===== config.mk =====
export PLATFORM = sky130hd
export DESIGN_NAME = windowed_pattern_match_flat
export DESIGN_NICKNAME = d
export VERILOG_FILES = /design/src/hdl/wpm_pkg.sv /design/src/hdl/wpm_in_if.sv /design/src/hdl/wpm_out_if.sv /design/src/hdl/wpm_cfg.sv /design/src/hdl/wpm_window.sv /design/src/hdl/wpm_match.sv /design/src/hdl/windowed_pattern_match.sv /design/src/flat_wrapper.sv
export SDC_FILE = /design/constraint.sdc
export NUM_CORES = 2
export LEC_CHECK = 0
export BUFFER_PORTS_ARGS = -buffer_cell sky130_fd_sc_hd__buf_2
export CORE_ASPECT_RATIO = 1.1
export CORE_MARGIN = 1
export CORE_UTILIZATION = 40
export DETAILED_ROUTE_END_ITERATION = 10
export GPL_TIMING_DRIVEN = 0
export PLACE_DENSITY = 0.63
export SLEW_MARGIN = 20
export SYNTH_ARGS = -nofsm -noshare
export SYNTH_HDL_FRONTEND = slang
export SYNTH_SLANG_ARGS = --single-unit
export TNS_END_PERCENT = 30

===== constraint.sdc =====
create_clock -name clk_i -period 12.2 [get_ports clk_i]
set_input_delay 1.83 -clock clk_i [delete_from_list [all_inputs] [get_ports clk_i]]
set_output_delay 1.83 -clock clk_i [all_outputs]
set_load 0.005 [all_outputs]

===== src/hdl/wpm_pkg.sv =====
// ----------------------------------------------------------------------------
// wpm_pkg: shared types and constants for the windowed pattern matcher
// Register indexes, field widths, the match-control struct, case folding.
// ----------------------------------------------------------------------------
package wpm_pkg;

  // Pattern storage is fixed by the register map: four 64-bit words
  localparam int unsigned PatRegBytes    = 32;
  localparam int unsigned PatWords       = 4;
  localparam int unsigned CfgDataW       = 64;
  localparam int unsigned CfgIdxW        = 3;
  localparam int unsigned PosW           = 16;
  localparam int unsigned LenW           = 6;
  localparam int unsigned PatternMaxBytes = 32;

  // Configuration register indexes
  localparam logic [CfgIdxW-1:0] CFG_PAT_0_7   = 3'd0;
  localparam logic [CfgIdxW-1:0] CFG_PAT_8_15  = 3'd1;
  localparam logic [CfgIdxW-1:0] CFG_PAT_16_23 = 3'd2;
  localparam logic [CfgIdxW-1:0] CFG_PAT_24_31 = 3'd3;
  localparam logic [CfgIdxW-1:0] CFG_PAT_LEN   = 3'd4;
  localparam logic [CfgIdxW-1:0] CFG_OFFSET    = 3'd5;
  localparam logic [CfgIdxW-1:0] CFG_DEPTH     = 3'd6;
  localparam logic [CfgIdxW-1:0] CFG_NOCASE    = 3'd7;

  localparam logic [7:0] CharUpA   = 8'h41;
  localparam logic [7:0] CharUpZ   = 8'h5A;
  localparam logic [7:0] CaseDelta = 8'd32;

  // Precomputed region bounds and mode bits used by the compare stage
  typedef struct packed {
    logic              nocase;
    logic              len_ok;
    logic              depth_nz;
    logic [PosW:0]     lo_count;  // pattern_length + search_offset
    logic [PosW:0]     hi_count;  // search_offset + search_depth
  } match_cfg_t;

  // Control of the input stage register
  typedef struct packed {
    logic            valid;
    logic            last;
    logic [PosW-1:0] pos;
  } stage_ctl_t;

  // Fold ASCII upper case to lower case when enabled
  function automatic logic [7:0] fold_case(input logic [7:0] c, input logic en);
    logic [7:0] r;
    r = c;
    if (en && (c >= CharUpA) && (c <= CharUpZ)) begin
      r = c + CaseDelta;
    end
    return r;
  endfunction

endpackage


===== src/hdl/wpm_in_if.sv =====
// ----------------------------------------------------------------------------
// wpm_in_if: payload byte channel
// Valid/ready channel carrying one payload byte and its end-of-packet flag.
// ----------------------------------------------------------------------------
interface wpm_in_if;
  logic       valid;
  logic       ready;
  logic [7:0] octet;
  logic       last_byte;

  modport source (output valid, output octet, output last_byte, input ready);
  modport sink   (input valid, input octet, input last_byte, output ready);
endinterface


===== src/hdl/wpm_out_if.sv =====
// ----------------------------------------------------------------------------
// wpm_out_if: match result channel
// Valid/ready channel carrying the per-packet match flag.
// ----------------------------------------------------------------------------
interface wpm_out_if;
  logic valid;
  logic ready;
  logic matched;

  modport source (output valid, output matched, input ready);
  modport sink   (input valid, input matched, output ready);
endinterface


===== src/hdl/wpm_cfg.sv =====
// ----------------------------------------------------------------------------
// wpm_cfg: configuration registers
// Holds the register map and derives the aligned, folded pattern, the byte
// enable mask and the search-region bounds into output registers from the map.
// ----------------------------------------------------------------------------
module wpm_cfg #(
  parameter int unsigned PATTERN_MAX_BYTES = wpm_pkg::PatternMaxBytes
) (
  input  logic                                 clk_i,
  input  logic                                 rst_ni,
  input  logic                                 cfg_we_i,
  input  logic [wpm_pkg::CfgIdxW-1:0]          cfg_index_i,
  input  logic [wpm_pkg::CfgDataW-1:0]         cfg_wdata_i,
  output wpm_pkg::match_cfg_t                  mcfg_o,
  output logic [PATTERN_MAX_BYTES-1:0][7:0]    pat_align_o,
  output logic [PATTERN_MAX_BYTES-1:0]         pat_mask_o
);

  logic [wpm_pkg::PatWords-1:0][wpm_pkg::CfgDataW-1:0] pat_q;
  logic [wpm_pkg::LenW-1:0]                            len_q;
  logic [wpm_pkg::PosW-1:0]                            off_q;
  logic [wpm_pkg::PosW-1:0]                            dep_q;
  logic                                                nocase_q;

  logic [wpm_pkg::PatRegBytes-1:0][7:0] pat_flat;
  wpm_pkg::match_cfg_t                  mcfg_d, mcfg_q;
  logic [PATTERN_MAX_BYTES-1:0][7:0]    align_d, align_q;
  logic [PATTERN_MAX_BYTES-1:0]         mask_d, mask_q;

  // Write the register map
  always_ff @(posedge clk_i or negedge rst_ni) begin
    if (!rst_ni) begin
      pat_q    <= '0;
      len_q    <= '0;
      off_q    <= '0;
      dep_q    <= '0;
      nocase_q <= 1'b0;
    end else if (cfg_we_i) begin
      case (cfg_index_i)
        wpm_pkg::CFG_PAT_0_7:   pat_q[0] <= cfg_wdata_i;
        wpm_pkg::CFG_PAT_8_15:  pat_q[1] <= cfg_wdata_i;
        wpm_pkg::CFG_PAT_16_23: pat_q[2] <= cfg_wdata_i;
        wpm_pkg::CFG_PAT_24_31: pat_q[3] <= cfg_wdata_i;
        wpm_pkg::CFG_PAT_LEN:   len_q    <= cfg_wdata_i[wpm_pkg::LenW-1:0];
        wpm_pkg::CFG_OFFSET:    off_q    <= cfg_wdata_i[wpm_pkg::PosW-1:0];
        wpm_pkg::CFG_DEPTH:     dep_q    <= cfg_wdata_i[wpm_pkg::PosW-1:0];
        wpm_pkg::CFG_NOCASE:    nocase_q <= cfg_wdata_i[0];
        default: ;
      endcase
    end
  end

  assign pat_flat = pat_q;

  // Align the pattern so window entry k (newest first) meets pattern byte len-1-k
  always_comb begin
    logic [wpm_pkg::LenW-1:0] idx;
    for (int k = 0; k < PATTERN_MAX_BYTES; k++) begin
      idx        = len_q - wpm_pkg::LenW'(k) - wpm_pkg::LenW'(1);
      mask_d[k]  = (wpm_pkg::LenW'(k) < len_q);
      align_d[k] = wpm_pkg::fold_case(pat_flat[idx[4:0]], nocase_q);
    end
  end

  // Region bounds as byte counts (position + 1)
  always_comb begin
    mcfg_d.nocase   = nocase_q;
    mcfg_d.len_ok   = (len_q != '0) &&
                      (len_q <= wpm_pkg::LenW'(PATTERN_MAX_BYTES));
    mcfg_d.depth_nz = (dep_q != '0);
    mcfg_d.lo_count = (wpm_pkg::PosW+1)'(len_q) + {1'b0, off_q};
    mcfg_d.hi_count = {1'b0, off_q} + {1'b0, dep_q};
  end

  always_ff @(posedge clk_i or negedge rst_ni) begin
    if (!rst_ni) begin
      mcfg_q  <= '0;
      align_q <= '0;
      mask_q  <= '0;
    end else begin
      mcfg_q  <= mcfg_d;
      align_q <= align_d;
      mask_q  <= mask_d;
    end
  end

  assign mcfg_o      = mcfg_q;
  assign pat_align_o = align_q;
  assign pat_mask_o  = mask_q;

endmodule


===== src/hdl/wpm_window.sv =====
// ----------------------------------------------------------------------------
// wpm_window: input stage
// Accepts payload bytes, shifts them into the byte window and registers the
// byte position and end-of-packet flag alongside.
// ----------------------------------------------------------------------------
module wpm_window #(
  parameter int unsigned PATTERN_MAX_BYTES = wpm_pkg::PatternMaxBytes
) (
  input  logic                              clk_i,
  input  logic                              rst_ni,
  wpm_in_if.sink                            req,
  input  logic                              take_i,
  output wpm_pkg::stage_ctl_t               ctl_o,
  output logic [PATTERN_MAX_BYTES-1:0][7:0] window_o
);

  localparam logic [wpm_pkg::PosW-1:0] PosMax = '1;

  logic [PATTERN_MAX_BYTES-1:0][7:0] win_q;
  logic [wpm_pkg::PosW-1:0]          cnt_q;
  wpm_pkg::stage_ctl_t               ctl_q;
  logic                              accept;

  // Stage is free when empty or draining this cycle
  assign req.ready = !ctl_q.valid || take_i;
  assign accept    = req.valid && req.ready;

  // Advance position counter; saturate, restart after the last byte
  always_ff @(posedge clk_i or negedge rst_ni) begin
    if (!rst_ni) begin
      cnt_q <= '0;
      ctl_q <= '0;
    end else begin
      if (accept) begin
        ctl_q.valid <= 1'b1;
        ctl_q.last  <= req.last_byte;
        ctl_q.pos   <= cnt_q;
        if (req.last_byte) begin
          cnt_q <= '0;
        end else if (cnt_q != PosMax) begin
          cnt_q <= cnt_q + wpm_pkg::PosW'(1);
        end
      end else if (take_i) begin
        ctl_q.valid <= 1'b0;
      end
    end
  end

  // Shift the new byte into entry 0
  always_ff @(posedge clk_i or negedge rst_ni) begin
    if (!rst_ni) begin
      win_q <= '0;
    end else if (accept) begin
      win_q <= {win_q[PATTERN_MAX_BYTES-2:0], req.octet};
    end
  end

  assign ctl_o    = ctl_q;
  assign window_o = win_q;

endmodule


===== src/hdl/wpm_match.sv =====
// ----------------------------------------------------------------------------
// wpm_match: compare and result stage
// Compares the window against the aligned pattern, checks the search region,
// accumulates the per-packet hit flag and holds the result for the receiver.
// ----------------------------------------------------------------------------
module wpm_match #(
  parameter int unsigned PATTERN_MAX_BYTES = wpm_pkg::PatternMaxBytes
) (
  input  logic                              clk_i,
  input  logic                              rst_ni,
  input  wpm_pkg::stage_ctl_t               ctl_i,
  input  logic [PATTERN_MAX_BYTES-1:0][7:0] window_i,
  input  wpm_pkg::match_cfg_t               mcfg_i,
  input  logic [PATTERN_MAX_BYTES-1:0][7:0] pat_align_i,
  input  logic [PATTERN_MAX_BYTES-1:0]      pat_mask_i,
  output logic                              take_o,
  wpm_out_if.source                         rsp
);

  logic [PATTERN_MAX_BYTES-1:0] byte_ok;
  logic [wpm_pkg::PosW:0]       count;
  logic                         in_region;
  logic                         hit;
  logic                         found_q;
  logic                         out_valid_q;
  logic                         matched_q;

  // Per-byte compare; unused positions pass
  always_comb begin
    for (int k = 0; k < PATTERN_MAX_BYTES; k++) begin
      byte_ok[k] = !pat_mask_i[k] ||
                   (wpm_pkg::fold_case(window_i[k], mcfg_i.nocase) == pat_align_i[k]);
    end
  end

  // Occurrence must lie wholly inside the search region
  assign count     = {1'b0, ctl_i.pos} + (wpm_pkg::PosW+1)'(1);
  assign in_region = (count >= mcfg_i.lo_count) &&
                     (!mcfg_i.depth_nz || (count <= mcfg_i.hi_count));
  assign hit       = mcfg_i.len_ok && in_region && (&byte_ok);

  // Drain the input stage unless a last byte meets a full result register
  assign take_o = ctl_i.valid && (!ctl_i.last || !out_valid_q || rsp.ready);

  // Accumulate hits; emit the result on the last byte
  always_ff @(posedge clk_i or negedge rst_ni) begin
    if (!rst_ni) begin
      found_q     <= 1'b0;
      out_valid_q <= 1'b0;
    end else begin
      if (take_o && ctl_i.last) begin
        out_valid_q <= 1'b1;
      end else if (rsp.ready) begin
        out_valid_q <= 1'b0;
      end
      if (take_o) begin
        if (ctl_i.last) begin
          found_q <= 1'b0;
        end else begin
          found_q <= found_q || hit;
        end
      end
    end
  end

  // Hold the result payload
  always_ff @(posedge clk_i or negedge rst_ni) begin
    if (!rst_ni) begin
      matched_q <= 1'b0;
    end else if (take_o && ctl_i.last) begin
      matched_q <= found_q || hit;
    end
  end

  assign rsp.valid   = out_valid_q;
  assign rsp.matched = matched_q;

endmodule


===== src/hdl/windowed_pattern_match.sv =====
// ----------------------------------------------------------------------------
// windowed_pattern_match: exact pattern search in a packet payload
// Reports per packet whether the configured pattern occurs inside the region
// set by offset and depth, with optional ASCII case folding.
// ----------------------------------------------------------------------------
// Usage:
//   req_i carries one payload byte per request with last_byte on the final
//   byte; rsp_o carries one matched flag per packet, after its last byte.
//   Configuration goes through cfg_we_i / cfg_index_i / cfg_wdata_i while the
//   block is idle; a write takes effect for bytes accepted from the next cycle.
//   Throughput: one byte per cycle, set by the parallel compare of the whole
//   window against the pattern, unless a last byte waits on a full result register.
//   After the edge that accepts the last byte, the result passes through the
//   input stage register, then the result register, and is then valid.
//   Reset clears registers, window, byte position and hit flag; there is no
//   clearing pass and bytes are accepted right after reset.
//   When the receiver stalls, the result register holds; bytes of the next
//   packet keep flowing until its own last byte reaches the compare stage,
//   which then waits for the result register to drain.
//   Positions saturate at 65535.
// ----------------------------------------------------------------------------
module windowed_pattern_match #(
  parameter int unsigned PATTERN_MAX_BYTES = wpm_pkg::PatternMaxBytes
) (
  input  logic                         clk_i,
  input  logic                         rst_ni,
  wpm_in_if.sink                       req_i,
  wpm_out_if.source                    rsp_o,
  input  logic                         cfg_we_i,
  input  logic [wpm_pkg::CfgIdxW-1:0]  cfg_index_i,
  input  logic [wpm_pkg::CfgDataW-1:0] cfg_wdata_i
);

  wpm_pkg::match_cfg_t               mcfg;
  logic [PATTERN_MAX_BYTES-1:0][7:0] pat_align;
  logic [PATTERN_MAX_BYTES-1:0]      pat_mask;
  wpm_pkg::stage_ctl_t               ctl;
  logic [PATTERN_MAX_BYTES-1:0][7:0] window;
  logic                              take;

  wpm_cfg #(
    .PATTERN_MAX_BYTES(PATTERN_MAX_BYTES)
  ) u_cfg (
    .clk_i       (clk_i),
    .rst_ni      (rst_ni),
    .cfg_we_i    (cfg_we_i),
    .cfg_index_i (cfg_index_i),
    .cfg_wdata_i (cfg_wdata_i),
    .mcfg_o      (mcfg),
    .pat_align_o (pat_align),
    .pat_mask_o  (pat_mask)
  );

  wpm_window #(
    .PATTERN_MAX_BYTES(PATTERN_MAX_BYTES)
  ) u_window (
    .clk_i    (clk_i),
    .rst_ni   (rst_ni),
    .req      (req_i),
    .take_i   (take),
    .ctl_o    (ctl),
    .window_o (window)
  );

  wpm_match #(
    .PATTERN_MAX_BYTES(PATTERN_MAX_BYTES)
  ) u_match (
    .clk_i       (clk_i),
    .rst_ni      (rst_ni),
    .ctl_i       (ctl),
    .window_i    (window),
    .mcfg_i      (mcfg),
    .pat_align_i (pat_align),
    .pat_mask_i  (pat_mask),
    .take_o      (take),
    .rsp         (rsp_o)
  );

endmodule

===== src/flat_wrapper.sv =====
// flat-port wrapper written by rule: the top's interface ports become plain ports
module windowed_pattern_match_flat 
#(
  parameter int unsigned PATTERN_MAX_BYTES = wpm_pkg::PatternMaxBytes
)
  (clk_i, rst_ni, cfg_we_i, cfg_index_i, cfg_wdata_i, req_i_valid, req_i_octet, req_i_last_byte, req_i_ready, rsp_o_valid, rsp_o_matched, rsp_o_ready);
  wpm_in_if req_i_i ();
  wpm_out_if rsp_o_i ();
  input  logic clk_i;
  input  logic rst_ni;
  input  logic cfg_we_i;
  input  logic [wpm_pkg::CfgIdxW-1:0] cfg_index_i;
  input  logic [wpm_pkg::CfgDataW-1:0] cfg_wdata_i;
  input wire logic [$bits(req_i_i.valid)-1:0] req_i_valid;
  input wire logic [$bits(req_i_i.octet)-1:0] req_i_octet;
  input wire logic [$bits(req_i_i.last_byte)-1:0] req_i_last_byte;
  output wire logic [$bits(req_i_i.ready)-1:0] req_i_ready;
  output wire logic [$bits(rsp_o_i.valid)-1:0] rsp_o_valid;
  output wire logic [$bits(rsp_o_i.matched)-1:0] rsp_o_matched;
  input wire logic [$bits(rsp_o_i.ready)-1:0] rsp_o_ready;
  assign req_i_i.valid = req_i_valid;
  assign req_i_i.octet = req_i_octet;
  assign req_i_i.last_byte = req_i_last_byte;
  assign req_i_ready = req_i_i.ready;
  assign rsp_o_valid = rsp_o_i.valid;
  assign rsp_o_matched = rsp_o_i.matched;
  assign rsp_o_i.ready = rsp_o_ready;
  windowed_pattern_match #(.PATTERN_MAX_BYTES(PATTERN_MAX_BYTES)) u_core (.clk_i(clk_i), .rst_ni(rst_ni), .req_i(req_i_i), .rsp_o(rsp_o_i), .cfg_we_i(cfg_we_i), .cfg_index_i(cfg_index_i), .cfg_wdata_i(cfg_wdata_i));
endmodule

==> metrics.cfg <==
[logic_synthesis]
yosys_warnings=0
synthCells=5482
synth_cell_type_count=83
synth-seq-area-share_pct=39.2
synth_edf_count=0
yosys.area.top_type=dfrtp_1
syn-num-nets=5702
synth.most_common_cell=nand2_1
synth_area_um2=58400
syn_avg_cell_area_um2=10.6
async_flop_share_pct=100
synth_seq_cells=913
ys_top_cells_by_count=1194 x nand2_1, 913 x dfrtp_1, 435 x mux2_2
synth_top_area_share_pct=39.2
yosys-top-cells-area=dfrtp_1 39%, mux4_2 15%, mux2_2 8.4%, nand2_1 7.7%, mux2i_1 4.5%
yosys_most_used_dff=dfrtp_1

[drt]
antenna_left=0
firstDrtPassIters=5
totalWireLength_um=251000
vias_per_cell=6.17
vias=47448
drc=0
drt_iter0_markers=5506
routedWlPerCell_um=32.6

[clocking]
ctsRootBufferMaster=clkbuf_16
post_cts_resized=0
clock_sinks=913
cts_buffers=100
ctsHoldBuffers=0
postCtsSetupRepairBufs=0
cts_tree=yes
clock_path_buffers=3
htreeDepth=3
path_clk_slew_ns=0.06
clkLatencyLatePin_ns=0.78

[worst_setup_path]
crit_type=reg2reg
crit_fanout=10
crit_path_top_delay_cell=buf_1
crit_top_cell=buf_2
crit_chain=buf_6 > inv_2 > buf_1 > ha_1 > buf_2 > buf_2 > buf_4 > buf_2 > buf_1 > mux4_2 > mux4_2 > mux2i_1 > inv_1 > ha_1 > o41a_1
critPathMaxStageDelay_ns=0.94
cp.required_ns=12.82
arrival_ns=8.22
start_kind=register
critPathCaptureType=register

[layout]
fill_cells=13613
area_delta_synth_final_pct=11.5
stdcell_count=7688
drive_gt1_share_pct=21.8
nNetsFinal=5899
finish.instance_area_um2=65100

[power]
leakage_nw=28.7
powerDensity_nw_per_um2=290
finalPower_w=0.0189
vdd_ir_drop_max_mv=0.142

[timing]
setup_viol=0
setup-tns-final_ns=0
maxSlewHeadroom_pct=12.1
period_share_pct=62.3
fmax_mhz=132
clock_skew_ns=0.0580
worst_pin_slew_ns=1.30
fin_crit_ns=7.60
hold_viol=0
drv_slew=0
setup_ws_ns=4.60
rsz0062_at_grt=no

[placement]
placed_cells=7501
dp_hpwl_um=204000
numPortBuffers=81
placed_cell_area_um2=61600
preCtsSetupSlack_ns=4.95
place_congestion=1.09

[die]
initial_utilization_pct=40.4
rows=146
fp.dieW_um=366
core_um2=144000
pin_count=84
die_h_um=403
floorplan.die_area_um2=147000

[status]
status=finished, final reports clean

[global_routing]
antenna_found_initial=11
grt_util_all_layers_pct=33.8
grt_pass1_vias=45132
gr-total-overflow=0
grt_max_degree=135
grt_pass1_wl_um=349000

[flow_run]
max_cap_viol_count=0

[hold_path]
hold_path_class=reg2reg

==> per-stage QoR <==
stage / hold WS [ns] / utilization (%)
floorplan: 0.352 / -
global placement: 0.374 / 42.4
detailed placement: 0.372 / 42.7
CTS: 0.365 / 45.1
global route: 0.396 / 45.1
finish: 0.366 / 45.1
==> area by class of cell <==
cell class | count | area, um2 | area share, %
repair buffers | 95 | 707 | 1.09
multi-input cells | 4096 | 33500 | 51.5
flip-flops and latches | 913 | 22800 | 35.1
diodes | 5 | 12.5 | 0.0192
clock buffers | 136 | 2820 | 4.33
well taps | 1924 | 2410 | 3.70
clock inverters | 46 | 683 | 1.05
plain buffers | 289 | 1380 | 2.13
inverters | 184 | 691 | 1.06
==> final timing paths <==
kind                            cells past startpoint  slack (ns)                       endpoint                  start
worst min-delay path                                0        0.37        u_core.u_cfg.mcfg_o[36]  u_core.u_cfg.nocase_q
max in group asynchronous                           5        9.02     u_core.u_cfg.pat_flat[168]                 rst_ni
worst max register to register                     15        4.60   u_core.u_cfg.pat_align_o[86]  u_core.u_cfg.len_q[0]
worst min register to register                      0        0.37        u_core.u_cfg.mcfg_o[36]  u_core.u_cfg.nocase_q
worst max-delay path                               15        4.60   u_core.u_cfg.pat_align_o[86]  u_core.u_cfg.len_q[0]
min in group asynchronous                           1        0.96  u_core.u_window.window_o[171]                 rst_ni
==> critical path, delay by kind of cell (launching register included) <==
family | cells | cell delay, ns
compound gates | 1 | 0.45
mux | 3 | 1.79
buf+inv | 9 | 3.79
flops | 1 | 0.71
fa+ha+maj | 2 | 0.63
==> where the power goes <==
part           internal [W]  switching (W)  total (W)
registers           0.00396        0.00100    0.00496
logic               0.00391        0.00682     0.0107
clock network       0.00187        0.00136    0.00322
==> layer usage <==
metal,global-route usage (%),up-vias,wire [um],part of all wire (%)
met4,25.3,0,22300,8.9
met1,42.6,23964,95900,38
met2,50.7,2764,109000,43
li1,-,20113,-,-
met5,0,-,0,0
met3,7.61,607,23700,9.4
==> layout by cell type, fill, tap and decap left out, types with 33 or more instances in the layout <==
cell,instances
nand2_1,1194
dfrtp_1,913
mux2_2,435
mux4_2,390
mux2i_1,261
nor2_1,242
xnor2_1,206
inv_1,182
a21oi_1,173
clkbuf_1,166
o21ai_0,163
buf_2,137
ha_1,137
xor2_1,122
nor3_1,121
clkbuf_16,100
nand3_1,87
nand4_1,68
nand2b_1,38
or3_1,34
nor4_1,33
==> logic make-up (layout without fill, tap and decap cells) <==
family,after synthesis,in the layout,share of synthesized area (%)
compound gates,600,600,6.74
xor+xnor,337,337,5.23
fa+ha+maj,139,139,3.01
flops,913,913,39.2
buf+inv,473,750,3.50
simple gates,1925,1925,14.2
other cells,0,5,0
mux,1095,1095,28.2
==> flip-flops by register name (all words and copies together), names as in the netlist, 6 cells and up <==
| name | cells |
|---|---|
| u_core.u_cfg.pat_align_o | 256 |
| u_core.u_cfg.pat_flat | 256 |
| u_core.u_window.window_o | 256 |
| u_core.u_cfg.mcfg_o | 37 |
| u_core.u_cfg.pat_mask_o | 32 |
| u_core.u_window.ctl_o | 18 |
| u_core.u_cfg.dep_q | 16 |
| u_core.u_cfg.off_q | 16 |
| u_core.u_window.cnt_q | 16 |
| u_core.u_cfg.len_q | 6 |
No activity file was read; power rests on OpenSTA's default activity.
